<file path="config.mk">
export PLATFORM = sky130hd
export DESIGN_NAME = motion_magnitude_adaptive_filter
export DESIGN_NICKNAME = d
export VERILOG_FILES = /design/src/sv/mmaf_pkg.sv /design/src/sv/mmaf_isqrt.sv /design/src/sv/motion_magnitude_adaptive_filter.sv
export SDC_FILE = /design/constraint.sdc
export NUM_CORES = 2
export LEC_CHECK = 0
export BUFFER_PORTS_ARGS = -buffer_cell sky130_fd_sc_hd__buf_2
export CAP_MARGIN = 20
export CORE_MARGIN = 2
export CORE_UTILIZATION = 55
export DETAILED_ROUTE_END_ITERATION = 16
export PLACE_DENSITY = 0.79
export SLEW_MARGIN = 20
export SYNTH_ARGS = -nofsm -noshare
export SYNTH_HDL_FRONTEND = slang
export SYNTH_SLANG_ARGS = --single-unit
</file>
<file path="constraint.sdc">
create_clock -name clock -period 27.8 [get_ports clock]
set_clock_uncertainty 0.2 [all_clocks]
set_input_delay 5.56 -clock clock [delete_from_list [all_inputs] [get_ports clock]]
set_output_delay 5.56 -clock clock [all_outputs]
set_load 0.01 [all_outputs]
</file>
<file path="src/sv/mmaf_pkg.sv">
// Types, constants and the gain adaptation function of the motion magnitude filter.
// Used by the top level and by the square root unit; depends on nothing.
package mmaf_pkg;

   // Field and datapath widths.
   localparam int AXES      = 3;
   localparam int AXIS_W    = 13;
   localparam int MAG_W     = 14;
   localparam int GAIN_W    = 8;
   localparam int COUNT_W   = 8;
   localparam int SUM_W     = 28;
   localparam int ROOT_W    = 14;
   localparam int REM_W     = ROOT_W + 1;
   localparam int STEP_W    = $clog2(ROOT_W);
   localparam int CSR_IDX_W = 3;
   localparam int CSR_W     = 14;

   // Configuration register indexes.
   localparam logic [CSR_IDX_W-1:0] CSR_AXIS_GAIN_BASE  = 3'd0;
   localparam logic [CSR_IDX_W-1:0] CSR_AXIS_GAIN_STEP  = 3'd1;
   localparam logic [CSR_IDX_W-1:0] CSR_AXIS_BIG_CHANGE = 3'd2;
   localparam logic [CSR_IDX_W-1:0] CSR_AXIS_CNT_LIMIT  = 3'd3;
   localparam logic [CSR_IDX_W-1:0] CSR_MAG_GAIN_BASE   = 3'd4;
   localparam logic [CSR_IDX_W-1:0] CSR_MAG_GAIN_STEP   = 3'd5;
   localparam logic [CSR_IDX_W-1:0] CSR_MAG_CLIP_MAX    = 3'd6;
   localparam logic [CSR_IDX_W-1:0] CSR_MAG_FLOOR_MIN   = 3'd7;

   // Sequencer states.
   typedef enum logic [2:0] {
      ST_IDLE,
      ST_AXIS_ADAPT,
      ST_AXIS_BLEND,
      ST_AXIS_SQUARE,
      ST_SQRT_START,
      ST_SQRT_WAIT,
      ST_MAG_ADAPT,
      ST_MAG_BLEND
   } state_type;

   // Request from the sequencer to the square root unit.
   typedef struct packed {
      logic             start;
      logic [SUM_W-1:0] radicand;
   } sqrt_req_type;

   // Updated count and gain of one adaptive filter.
   typedef struct packed {
      logic [COUNT_W-1:0] count;
      logic [GAIN_W-1:0]  gain;
   } adapt_type;

   // Gain adaptation: count same-direction steps and raise the gain past the limit,
   // or fall back to the base gain when the direction flips.
   function automatic adapt_type adapt_fn(
      input logic               same_dir,
      input logic               big_change,
      input logic [COUNT_W-1:0] count,
      input logic [GAIN_W-1:0]  gain,
      input logic [COUNT_W-1:0] bonus,
      input logic [COUNT_W-1:0] limit,
      input logic [GAIN_W-1:0]  base,
      input logic [GAIN_W-1:0]  step
   );
      adapt_type          res;
      logic [COUNT_W-1:0] c;
      res.count = count;
      res.gain  = gain;
      if (same_dir) begin
         c = count + 8'd1;
         if (big_change) begin
            c = c + bonus;
         end
         if (c > limit) begin
            res.gain = gain + step;
            c        = '0;
         end
         res.count = c;
      end else begin
         res.count = '0;
         res.gain  = base;
      end
      return res;
   endfunction

endpackage

</file>
<file path="src/sv/mmaf_isqrt.sv">
// Restoring integer square root, one result bit per cycle.
// Depends on mmaf_pkg for widths and the request struct.
module mmaf_isqrt (
   input  logic                         clock,
   input  logic                         reset,
   input  mmaf_pkg::sqrt_req_type       sq_req,
   output logic                         sq_done,
   output logic [mmaf_pkg::ROOT_W-1:0]  sq_root
);

   logic                          busy_ff, busy_in;
   logic                          done_ff, done_in;
   logic [mmaf_pkg::STEP_W-1:0]   step_ff, step_in;
   logic [mmaf_pkg::SUM_W-1:0]    rad_ff, rad_in;
   logic [mmaf_pkg::REM_W-1:0]    rem_ff, rem_in;
   logic [mmaf_pkg::ROOT_W-1:0]   root_ff, root_in;

   logic [mmaf_pkg::REM_W+1:0]    rem_sh;
   logic [mmaf_pkg::REM_W+1:0]    trial;
   logic [mmaf_pkg::REM_W+1:0]    rem_sub;
   logic                          fits;

   // Bring down the next two radicand bits and try the next root bit.
   assign rem_sh  = {rem_ff, rad_ff[mmaf_pkg::SUM_W-1 -: 2]};
   assign trial   = {1'b0, root_ff, 2'b01};
   assign rem_sub = rem_sh - trial;
   assign fits    = (rem_sh >= trial);

   always_comb begin
      busy_in = busy_ff;
      done_in = 1'b0;
      step_in = step_ff;
      rad_in  = rad_ff;
      rem_in  = rem_ff;
      root_in = root_ff;
      if (sq_req.start) begin
         busy_in = 1'b1;
         step_in = '0;
         rad_in  = sq_req.radicand;
         rem_in  = '0;
         root_in = '0;
      end else if (busy_ff) begin
         rad_in  = {rad_ff[mmaf_pkg::SUM_W-3:0], 2'b00};
         rem_in  = fits ? rem_sub[mmaf_pkg::REM_W-1:0] : rem_sh[mmaf_pkg::REM_W-1:0];
         root_in = {root_ff[mmaf_pkg::ROOT_W-2:0], fits};
         step_in = step_ff + 1'b1;
         if (step_ff == mmaf_pkg::STEP_W'(mmaf_pkg::ROOT_W - 1)) begin
            busy_in = 1'b0;
            done_in = 1'b1;
         end
      end
   end

   // Control state.
   always_ff @(posedge clock) begin
      if (reset) begin
         busy_ff <= 1'b0;
         done_ff <= 1'b0;
         step_ff <= '0;
      end else begin
         busy_ff <= busy_in;
         done_ff <= done_in;
         step_ff <= step_in;
      end
   end

   // Working registers.
   always_ff @(posedge clock) begin
      rad_ff  <= rad_in;
      rem_ff  <= rem_in;
      root_ff <= root_in;
   end

   assign sq_done = done_ff;
   assign sq_root = root_ff;

endmodule

</file>
<file path="src/sv/motion_magnitude_adaptive_filter.sv">
// Motion magnitude filter: one word in, one word out.
// A small sequencer walks the three axes through one shared 16 by 16 multiplier, with a
// gain update, a blend and a square-and-accumulate step for each axis; then the square
// root unit produces one bit of the magnitude per cycle, and the magnitude is adapted
// and blended. The result lands in an output register, and the block accepts the next
// word in the same cycle as that result is offered, even if the result is still waiting;
// the final blend waits only if the previous result is unread.
// The user writes configuration registers only while the block is idle; the block itself
// does not enforce this. Depends on mmaf_pkg and mmaf_isqrt.
module motion_magnitude_adaptive_filter #(
   parameter int AXIS_COUNT_BONUS = 2,
   parameter int MAG_COUNT_BONUS  = 2,
   parameter int MAG_BIG_CHANGE   = 50,
   parameter int MAG_COUNT_LIMIT  = 10
) (
   input  logic                                 clock,
   input  logic                                 reset,
   input  logic                                 req_valid,
   output logic                                 req_stall,
   input  logic signed [mmaf_pkg::AXIS_W-1:0]   req_accel_x,
   input  logic signed [mmaf_pkg::AXIS_W-1:0]   req_accel_y,
   input  logic signed [mmaf_pkg::AXIS_W-1:0]   req_accel_z,
   output logic                                 rsp_valid,
   input  logic                                 rsp_stall,
   output logic [mmaf_pkg::MAG_W-1:0]           rsp_motion_magnitude,
   input  logic                                 csr_wr_en,
   input  logic [mmaf_pkg::CSR_IDX_W-1:0]       csr_index,
   input  logic [mmaf_pkg::CSR_W-1:0]           csr_wdata
);

   localparam int IDX_W = $clog2(mmaf_pkg::AXES);

   // Configuration registers.
   logic [7:0]  axis_gain_base_ff, axis_gain_step_ff;
   logic [12:0] axis_big_change_ff;
   logic [6:0]  axis_count_limit_ff;
   logic [7:0]  mag_gain_base_ff, mag_gain_step_ff;
   logic [13:0] mag_clip_max_ff, mag_floor_min_ff;

   // Sequencer and per-word working registers.
   mmaf_pkg::state_type                  state_ff, state_in;
   logic [IDX_W-1:0]                     idx_ff, idx_in;
   logic signed [mmaf_pkg::AXIS_W-1:0]   accel_ff [mmaf_pkg::AXES];
   logic signed [mmaf_pkg::AXIS_W-1:0]   accel_in [mmaf_pkg::AXES];
   logic [mmaf_pkg::AXIS_W:0]            diff_ff, diff_in;
   logic [mmaf_pkg::AXIS_W:0]            ch_ff, ch_in;
   logic [mmaf_pkg::SUM_W-1:0]           sum_ff, sum_in;
   logic [mmaf_pkg::MAG_W:0]             mdiff_ff, mdiff_in;

   // Axis filter state.
   logic [mmaf_pkg::AXIS_W-1:0]          prev_ff [mmaf_pkg::AXES];
   logic [mmaf_pkg::AXIS_W-1:0]          prev_in [mmaf_pkg::AXES];
   logic                                 rising_ff [mmaf_pkg::AXES];
   logic                                 rising_in [mmaf_pkg::AXES];
   logic [mmaf_pkg::COUNT_W-1:0]         count_ff [mmaf_pkg::AXES];
   logic [mmaf_pkg::COUNT_W-1:0]         count_in [mmaf_pkg::AXES];
   logic [mmaf_pkg::GAIN_W-1:0]          gain_ff [mmaf_pkg::AXES];
   logic [mmaf_pkg::GAIN_W-1:0]          gain_in [mmaf_pkg::AXES];

   // Magnitude filter state.
   logic [mmaf_pkg::MAG_W-1:0]           mprev_ff, mprev_in;
   logic                                 mrising_ff, mrising_in;
   logic [mmaf_pkg::COUNT_W-1:0]         mcount_ff, mcount_in;
   logic [mmaf_pkg::GAIN_W-1:0]          mgain_ff, mgain_in;

   // Output register.
   logic                                 rsp_valid_ff, rsp_valid_in;
   logic [mmaf_pkg::MAG_W-1:0]           rsp_mag_ff, rsp_mag_in;

   // Shared multiplier and divide-by-256 rounding toward zero.
   logic signed [15:0]                   mul_a, mul_b;
   logic signed [31:0]                   mul_p, mul_adj, mul_q;

   // Axis step terms.
   logic [mmaf_pkg::AXIS_W-1:0]          ax_x, ax_p;
   logic [mmaf_pkg::AXIS_W:0]            ax_d, ax_abs, ax_nv;
   logic                                 ax_rise, ax_big;
   mmaf_pkg::adapt_type                  ax_upd;

   // Magnitude step terms.
   logic [mmaf_pkg::MAG_W-1:0]           mg_raw, mg_abs, mg_val, mg_out;
   logic [mmaf_pkg::MAG_W:0]             mg_d, mg_neg, mg_sum;
   logic                                 mg_rise, mg_big;
   mmaf_pkg::adapt_type                  mg_upd;

   logic                                 out_free;
   mmaf_pkg::sqrt_req_type               sq_req;
   logic                                 sq_done;
   logic [mmaf_pkg::ROOT_W-1:0]          sq_root;

   mmaf_isqrt u_isqrt (
      .clock   (clock),
      .reset   (reset),
      .sq_req  (sq_req),
      .sq_done (sq_done),
      .sq_root (sq_root)
   );

   // Configuration writes; the index covers exactly the eight registers.
   always_ff @(posedge clock) begin
      if (reset) begin
         axis_gain_base_ff   <= 8'd32;
         axis_gain_step_ff   <= 8'd16;
         axis_big_change_ff  <= 13'd50;
         axis_count_limit_ff <= 7'd10;
         mag_gain_base_ff    <= 8'd32;
         mag_gain_step_ff    <= 8'd16;
         mag_clip_max_ff     <= 14'd2000;
         mag_floor_min_ff    <= 14'd0;
      end else if (csr_wr_en) begin
         case (csr_index)
            mmaf_pkg::CSR_AXIS_GAIN_BASE:  axis_gain_base_ff   <= csr_wdata[7:0];
            mmaf_pkg::CSR_AXIS_GAIN_STEP:  axis_gain_step_ff   <= csr_wdata[7:0];
            mmaf_pkg::CSR_AXIS_BIG_CHANGE: axis_big_change_ff  <= csr_wdata[12:0];
            mmaf_pkg::CSR_AXIS_CNT_LIMIT:  axis_count_limit_ff <= csr_wdata[6:0];
            mmaf_pkg::CSR_MAG_GAIN_BASE:   mag_gain_base_ff    <= csr_wdata[7:0];
            mmaf_pkg::CSR_MAG_GAIN_STEP:   mag_gain_step_ff    <= csr_wdata[7:0];
            mmaf_pkg::CSR_MAG_CLIP_MAX:    mag_clip_max_ff     <= csr_wdata;
            mmaf_pkg::CSR_MAG_FLOOR_MIN:   mag_floor_min_ff    <= csr_wdata;
            default: begin
            end
         endcase
      end
   end

   // Multiplier operand selection by sequencer state.
   always_comb begin
      case (state_ff)
         mmaf_pkg::ST_AXIS_BLEND: begin
            mul_a = {{2{diff_ff[mmaf_pkg::AXIS_W]}}, diff_ff};
            mul_b = {8'd0, gain_ff[idx_ff]};
         end
         mmaf_pkg::ST_AXIS_SQUARE: begin
            mul_a = {{2{ch_ff[mmaf_pkg::AXIS_W]}}, ch_ff};
            mul_b = {{2{ch_ff[mmaf_pkg::AXIS_W]}}, ch_ff};
         end
         mmaf_pkg::ST_MAG_BLEND: begin
            mul_a = {mdiff_ff[mmaf_pkg::MAG_W], mdiff_ff};
            mul_b = {8'd0, mgain_ff};
         end
         default: begin
            mul_a = '0;
            mul_b = '0;
         end
      endcase
   end

   assign mul_p   = mul_a * mul_b;
   assign mul_adj = mul_p + (mul_p[31] ? 32'sd255 : 32'sd0);
   assign mul_q   = mul_adj >>> 8;

   // Axis difference, direction and gain update for the axis in turn.
   assign ax_x    = accel_ff[idx_ff];
   assign ax_p    = prev_ff[idx_ff];
   assign ax_d    = {ax_x[mmaf_pkg::AXIS_W-1], ax_x} - {ax_p[mmaf_pkg::AXIS_W-1], ax_p};
   assign ax_rise = !ax_d[mmaf_pkg::AXIS_W] && (ax_d != '0);
   assign ax_abs  = ax_d[mmaf_pkg::AXIS_W] ? (~ax_d + 1'b1) : ax_d;
   assign ax_big  = (ax_abs > {1'b0, axis_big_change_ff});
   assign ax_upd  = mmaf_pkg::adapt_fn(ax_rise == rising_ff[idx_ff], ax_big,
                                       count_ff[idx_ff], gain_ff[idx_ff],
                                       8'(AXIS_COUNT_BONUS), {1'b0, axis_count_limit_ff},
                                       axis_gain_base_ff, axis_gain_step_ff);
   assign ax_nv   = {ax_p[mmaf_pkg::AXIS_W-1], ax_p} + mul_q[mmaf_pkg::AXIS_W:0];

   // Clipped raw magnitude, its change and gain update.
   assign mg_raw  = (sq_root > mag_clip_max_ff) ? mag_clip_max_ff : sq_root;
   assign mg_d    = {1'b0, mg_raw} - {1'b0, mprev_ff};
   assign mg_rise = !mg_d[mmaf_pkg::MAG_W] && (mg_d != '0);
   assign mg_neg  = ~mg_d + 1'b1;
   assign mg_abs  = mg_d[mmaf_pkg::MAG_W] ? mg_neg[mmaf_pkg::MAG_W-1:0]
                                          : mg_d[mmaf_pkg::MAG_W-1:0];
   assign mg_big  = (mg_abs > 14'(MAG_BIG_CHANGE));
   assign mg_upd  = mmaf_pkg::adapt_fn(mg_rise == mrising_ff, mg_big, mcount_ff, mgain_ff,
                                       8'(MAG_COUNT_BONUS), 8'(MAG_COUNT_LIMIT),
                                       mag_gain_base_ff, mag_gain_step_ff);

   // Magnitude blend and floor test.
   assign mg_sum  = {1'b0, mprev_ff} + mul_q[mmaf_pkg::MAG_W:0];
   assign mg_val  = mg_sum[mmaf_pkg::MAG_W-1:0];
   assign mg_out  = (mg_val < mag_floor_min_ff) ? '0 : mg_val;

   assign out_free = !rsp_valid_ff || !rsp_stall;

   // Sequencer: next state and datapath updates.
   always_comb begin
      state_in     = state_ff;
      idx_in       = idx_ff;
      accel_in     = accel_ff;
      diff_in      = diff_ff;
      ch_in        = ch_ff;
      sum_in       = sum_ff;
      mdiff_in     = mdiff_ff;
      prev_in      = prev_ff;
      rising_in    = rising_ff;
      count_in     = count_ff;
      gain_in      = gain_ff;
      mprev_in     = mprev_ff;
      mrising_in   = mrising_ff;
      mcount_in    = mcount_ff;
      mgain_in     = mgain_ff;
      rsp_mag_in   = rsp_mag_ff;
      rsp_valid_in = rsp_valid_ff && rsp_stall;
      sq_req.start    = 1'b0;
      sq_req.radicand = sum_ff;
      case (state_ff)
         mmaf_pkg::ST_IDLE: begin
            if (req_valid) begin
               accel_in[0] = req_accel_x;
               accel_in[1] = req_accel_y;
               accel_in[2] = req_accel_z;
               idx_in      = '0;
               sum_in      = '0;
               state_in    = mmaf_pkg::ST_AXIS_ADAPT;
            end
         end
         mmaf_pkg::ST_AXIS_ADAPT: begin
            diff_in           = ax_d;
            count_in[idx_ff]  = ax_upd.count;
            gain_in[idx_ff]   = ax_upd.gain;
            rising_in[idx_ff] = ax_rise;
            state_in          = mmaf_pkg::ST_AXIS_BLEND;
         end
         mmaf_pkg::ST_AXIS_BLEND: begin
            ch_in           = mul_q[mmaf_pkg::AXIS_W:0];
            prev_in[idx_ff] = ax_nv[mmaf_pkg::AXIS_W-1:0];
            state_in        = mmaf_pkg::ST_AXIS_SQUARE;
         end
         mmaf_pkg::ST_AXIS_SQUARE: begin
            sum_in = sum_ff + mul_p[mmaf_pkg::SUM_W-1:0];
            if (idx_ff == IDX_W'(mmaf_pkg::AXES - 1)) begin
               state_in = mmaf_pkg::ST_SQRT_START;
            end else begin
               idx_in   = idx_ff + 1'b1;
               state_in = mmaf_pkg::ST_AXIS_ADAPT;
            end
         end
         mmaf_pkg::ST_SQRT_START: begin
            sq_req.start = 1'b1;
            state_in     = mmaf_pkg::ST_SQRT_WAIT;
         end
         mmaf_pkg::ST_SQRT_WAIT: begin
            if (sq_done) begin
               state_in = mmaf_pkg::ST_MAG_ADAPT;
            end
         end
         mmaf_pkg::ST_MAG_ADAPT: begin
            mdiff_in = mg_d;
            if (mg_d == '0) begin
               mcount_in = '0;
               mgain_in  = mag_gain_base_ff;
            end else begin
               mcount_in  = mg_upd.count;
               mgain_in   = mg_upd.gain;
               mrising_in = mg_rise;
            end
            state_in = mmaf_pkg::ST_MAG_BLEND;
         end
         mmaf_pkg::ST_MAG_BLEND: begin
            if (out_free) begin
               mprev_in     = mg_out;
               rsp_mag_in   = mg_out;
               rsp_valid_in = 1'b1;
               state_in     = mmaf_pkg::ST_IDLE;
            end
         end
         default: begin
            state_in = mmaf_pkg::ST_IDLE;
         end
      endcase
   end

   // Control and filter state.
   always_ff @(posedge clock) begin
      if (reset) begin
         state_ff     <= mmaf_pkg::ST_IDLE;
         idx_ff       <= '0;
         rsp_valid_ff <= 1'b0;
         mprev_ff     <= '0;
         mrising_ff   <= 1'b0;
         mcount_ff    <= '0;
         mgain_ff     <= '0;
         for (int i = 0; i < mmaf_pkg::AXES; i++) begin
            prev_ff[i]   <= '0;
            rising_ff[i] <= 1'b0;
            count_ff[i]  <= '0;
            gain_ff[i]   <= '0;
         end
      end else begin
         state_ff     <= state_in;
         idx_ff       <= idx_in;
         rsp_valid_ff <= rsp_valid_in;
         mprev_ff     <= mprev_in;
         mrising_ff   <= mrising_in;
         mcount_ff    <= mcount_in;
         mgain_ff     <= mgain_in;
         prev_ff      <= prev_in;
         rising_ff    <= rising_in;
         count_ff     <= count_in;
         gain_ff      <= gain_in;
      end
   end

   // Payload registers.
   always_ff @(posedge clock) begin
      accel_ff   <= accel_in;
      diff_ff    <= diff_in;
      ch_ff      <= ch_in;
      sum_ff     <= sum_in;
      mdiff_ff   <= mdiff_in;
      rsp_mag_ff <= rsp_mag_in;
   end

   assign req_stall            = (state_ff != mmaf_pkg::ST_IDLE);
   assign rsp_valid            = rsp_valid_ff;
   assign rsp_motion_magnitude = rsp_mag_ff;

endmodule

</file>
==> impl_results.md <==
- Worst path depth: between 40 and 50
- Transition at the pin with the smallest max-transition slack: about 1.1 ns
- Post-synthesis register bit count: between 300 and 400
- Met2 layer usage reported by global route: 0.464
- Hold-fix buffers at CTS: 0
- Net count after synthesis: ~4400
- Start point of the critical path: idx_ff[1]
- TritonCTS buffer count: 42
- Number of flops mapped to enable cells by yosys: between 150 and 200
- Post-route cell area: between 30000 and 40000 sq um
- Placed Area: between 30000 and 40000 sq um
- Final setup viols: 0
- Post-Synthesis Mean Instance Area: ~8.6 sq um
- Worst max-slew margin expressed relative to the limit: 0.299
- Worst slack, placed: between 10 and 15 ns
- Global routing usage on met3: 0.0470
- Min-Delay Startpoint: axis_gain_base_ff[3]
- Synthesized instance count: 3811
- Net count reported at finish: around 4400
- Max-slew violation count: 0
- Power Density: roughly 46 nW/um^2
- First drt pass iteration count: 6
- Maximum fanout along the worst path: 49
- Max VDD drop: 0.0549 mV
- CP peak stage delay: between 0.7 and 0.8 ns
- Portion of the post-synthesis area used by sequential elements: 0.287
- Synth Flop Type: sky130_fd_sc_hd__dfxtp_1
- DRT Wirelength: ~90000 microns
- Required time reported for the critical path endpoint: approximately 28 ns
- Vias in the first global route: about 26000
- Final antenna-violating net count: 0
- Row cnt: 89
- CTS tree: built
- Routability congestion estimate: just over 1
- Drc violations: 0
- Ports: 77
- Period utilization: 0.482
- Capture point of the worst path: mprev_ff[12]
- Count of instances resized after the clock tree is built: 0
- Netlist Area Pre-Place: about 33000 sq um
- Cell count of the worst hold path: 2
- Critical path buffers and inverters: 6
- CP delay by family, top: adder cells
- Core Region: 58900 sq um
- Total global routing track utilization: 0.286
- Critical path startpoint category: register
- Critical Path End Type: register
- Quantity of I/O buffers inserted on ports: 76
- Area overhead of the layout relative to synthesis: 7.13%
- Leading cell types in the layout, fill and taps excluded: sky130_fd_sc_hd__nand2_1, sky130_fd_sc_hd__inv_1, sky130_fd_sc_hd__nor2_1
- R2R setup slack: between 10 and 15 ns
- Endpoints failing hold: 0
- Routing usage on met1: 0.380
- Max Fclk: about 75 MHz
- Setup WS post-layout: ~14 ns
- Clock input transition at the sequential cells of the worst setup and hold paths: around 0.06 ns
- Setup repair after global routing missed its margin: no
- Reg2Reg Capture Point: mprev_ff[12]
- Worst Hold Class: register to register
- Clock sink total: 394
- Post CTS Setup Buffer Count: 0
- Critical Path Slowest Stage Cell: sky130_fd_sc_hd__fa_1
- Total of warnings raised by yosys: 0
- Final-layout setup total negative slack: 0 ns
- Source of the worst register-to-register timing path: idx_ff[1]
- Violation count after the first detailed-routing iteration: ~2600
- Worst Setup Path Type: register to register
- Vertical extent of the die: approximately 250 microns
- Fin crit period: between 10 and 15 ns
- Cell occurring most often along the worst timing path: sky130_fd_sc_hd__fa_1
- Clock latency on the worst-skew pair: a little under 0.6 ns
- Buffer type at the clock tree root: sky130_fd_sc_hd__clkbuf_16
- Overflow left after global routing: 0
- Distinct cells, synth: 100
- Vias: around 27000
- Number of violations of the max-capacitance limit: 0
- CP arrival: approximately 14 ns
- FF-to-FF path depth: 43
- HPWL after DPL: around 66000 microns
- Fraction of synthesis flops using an asynchronous set or reset pin: 0
- Initial antenna violation count: 1
- Deepest level of the CTS H-tree: 2
- Layout cells sized above 1: 0.0576
- Via density per instance: about 6
- Run status: completed
- Global-route wire length before repair: around 140000 microns
- Die extent in x: between 200 and 250 microns
- Highest-utilization routing layer at the global route stage: met2
- Antenna fix cells: 0
- Commonest non-fill, non-tap cell in the layout: sky130_fd_sc_hd__nand2_1
- Total of fill cells in the finished design: ~5000
- Routed wire length per instance: 19.0 microns
- Maximum number of pins on one net before global-route repair: about 120
- Leak pwr: 15.1 nW
- Die Area: between 60000 and 70000 sq um
- Starting Density: 0.556
- Buffer levels on the longest clock path: 3
==> how the worst min path moves through the flow <==
stage,end,slack [ns]
after floorplan,count_ff[16],0.23
after global placement,axis_gain_base_ff[6],0.24
after detailed placement,axis_gain_base_ff[3],0.24
after CTS,axis_gain_base_ff[3],0.25
after global routing,mag_floor_min_ff[11],0.27
final,axis_gain_base_ff[3],0.25
==> cells by family after synthesis <==
kind of cell    Yosys count  synth area share
compound gates          714             0.137
xor+xnor                164            0.0452
fa+ha+maj               510             0.253
buf+inv                 633            0.0734
flops                   394             0.287
mux                      85            0.0265
other cells               1          0.000115
simple gates           1310             0.177
==> stage by stage <==
stage | cells | util | power [mW] | hold WS (ns)
after floorplan | 3811 | - | 0.960 | 0.231
after global placement | 4529 | 0.572 | 1.05 | 0.238
after detailed placement | 4529 | 0.572 | 1.06 | 0.242
after CTS | 4607 | 0.595 | 1.63 | 0.250
after global routing | 4607 | 0.595 | 1.70 | 0.268
final | 4607 | 0.595 | 1.63 | 0.248
==> state kept, by name (all words and copies together), names as in the netlist, 15 cells and up <==
name and cells:
accel_ff 39, prev_ff 39, sum_ff 28, u_isqrt.rad_ff 28
count_ff 24, gain_ff 24, mdiff_ff 15, u_isqrt.rem_ff 15
==> area by class of cell <==
class,count,area (sq um),share of cell area
Timing Repair Buffer,99,559,0.0159
Sequential cell,394,9410,0.268
Clock buffer,58,1180,0.0337
Inverter,479,1800,0.0513
Tap cell,773,967,0.0276
Multi-Input combinational cell,2784,21000,0.597
Clock inverter,20,201,0.00574
==> Yosys cell counts, drive strengths merged (15+ instances only) <==
| master | n | area share |
|---|---|---|
| a31oi | 15 | 0.0029 |
| nor3 | 51 | 0.0081 |
| and3 | 16 | 0.0031 |
| inv | 476 | 0.055 |
| fa | 254 | 0.16 |
| nor2 | 323 | 0.037 |
| and2 | 44 | 0.0084 |
| o21ai | 143 | 0.022 |
| buf | 16 | 0.0024 |
| clkbuf | 138 | 0.016 |
| nand3 | 84 | 0.013 |
| xnor2 | 107 | 0.030 |
| nor2b | 45 | 0.0086 |
| o21bai | 25 | 0.0057 |
| xor2 | 56 | 0.015 |
| nand4 | 23 | 0.0044 |
| a21o | 46 | 0.011 |
| nand2 | 618 | 0.071 |
| a21oi | 299 | 0.046 |
| dfxtp | 242 | 0.15 |
| mux2i | 75 | 0.023 |
| ha | 256 | 0.098 |
| a211oi | 27 | 0.0062 |
| nand2b | 27 | 0.0052 |
| a22o | 20 | 0.0054 |
| edfxtp | 152 | 0.14 |
| or3 | 21 | 0.0043 |
| o21a | 24 | 0.0055 |
==> power breakdown <==
group | leakage, nW | internal [mW] | switching [mW]
logic | 11.0 | 0.152 | 0.265
registers | 3.40 | 0.630 | 0.0165
clock network | 0.665 | 0.320 | 0.247
total | 15.1 | 1.10 | 0.529
==> worst min-delay path, stage by stage (launching register included) <==
cell	delay, ns
sky130_fd_sc_hd__dfxtp_1	0.30
sky130_fd_sc_hd__nand2_1	0.05
sky130_fd_sc_hd__a21oi_1	0.05
==> per-layer routing <==
| layer | share of wire | vias up |
|---|---|---|
| met5 | 0.00015 | - |
| met2 | 0.46 | 1166 |
| met4 | 0.048 | 2 |
| met3 | 0.088 | 239 |
| li1 | - | 12600 |
| met1 | 0.41 | 12800 |
(Power assumes the default switching activity.)
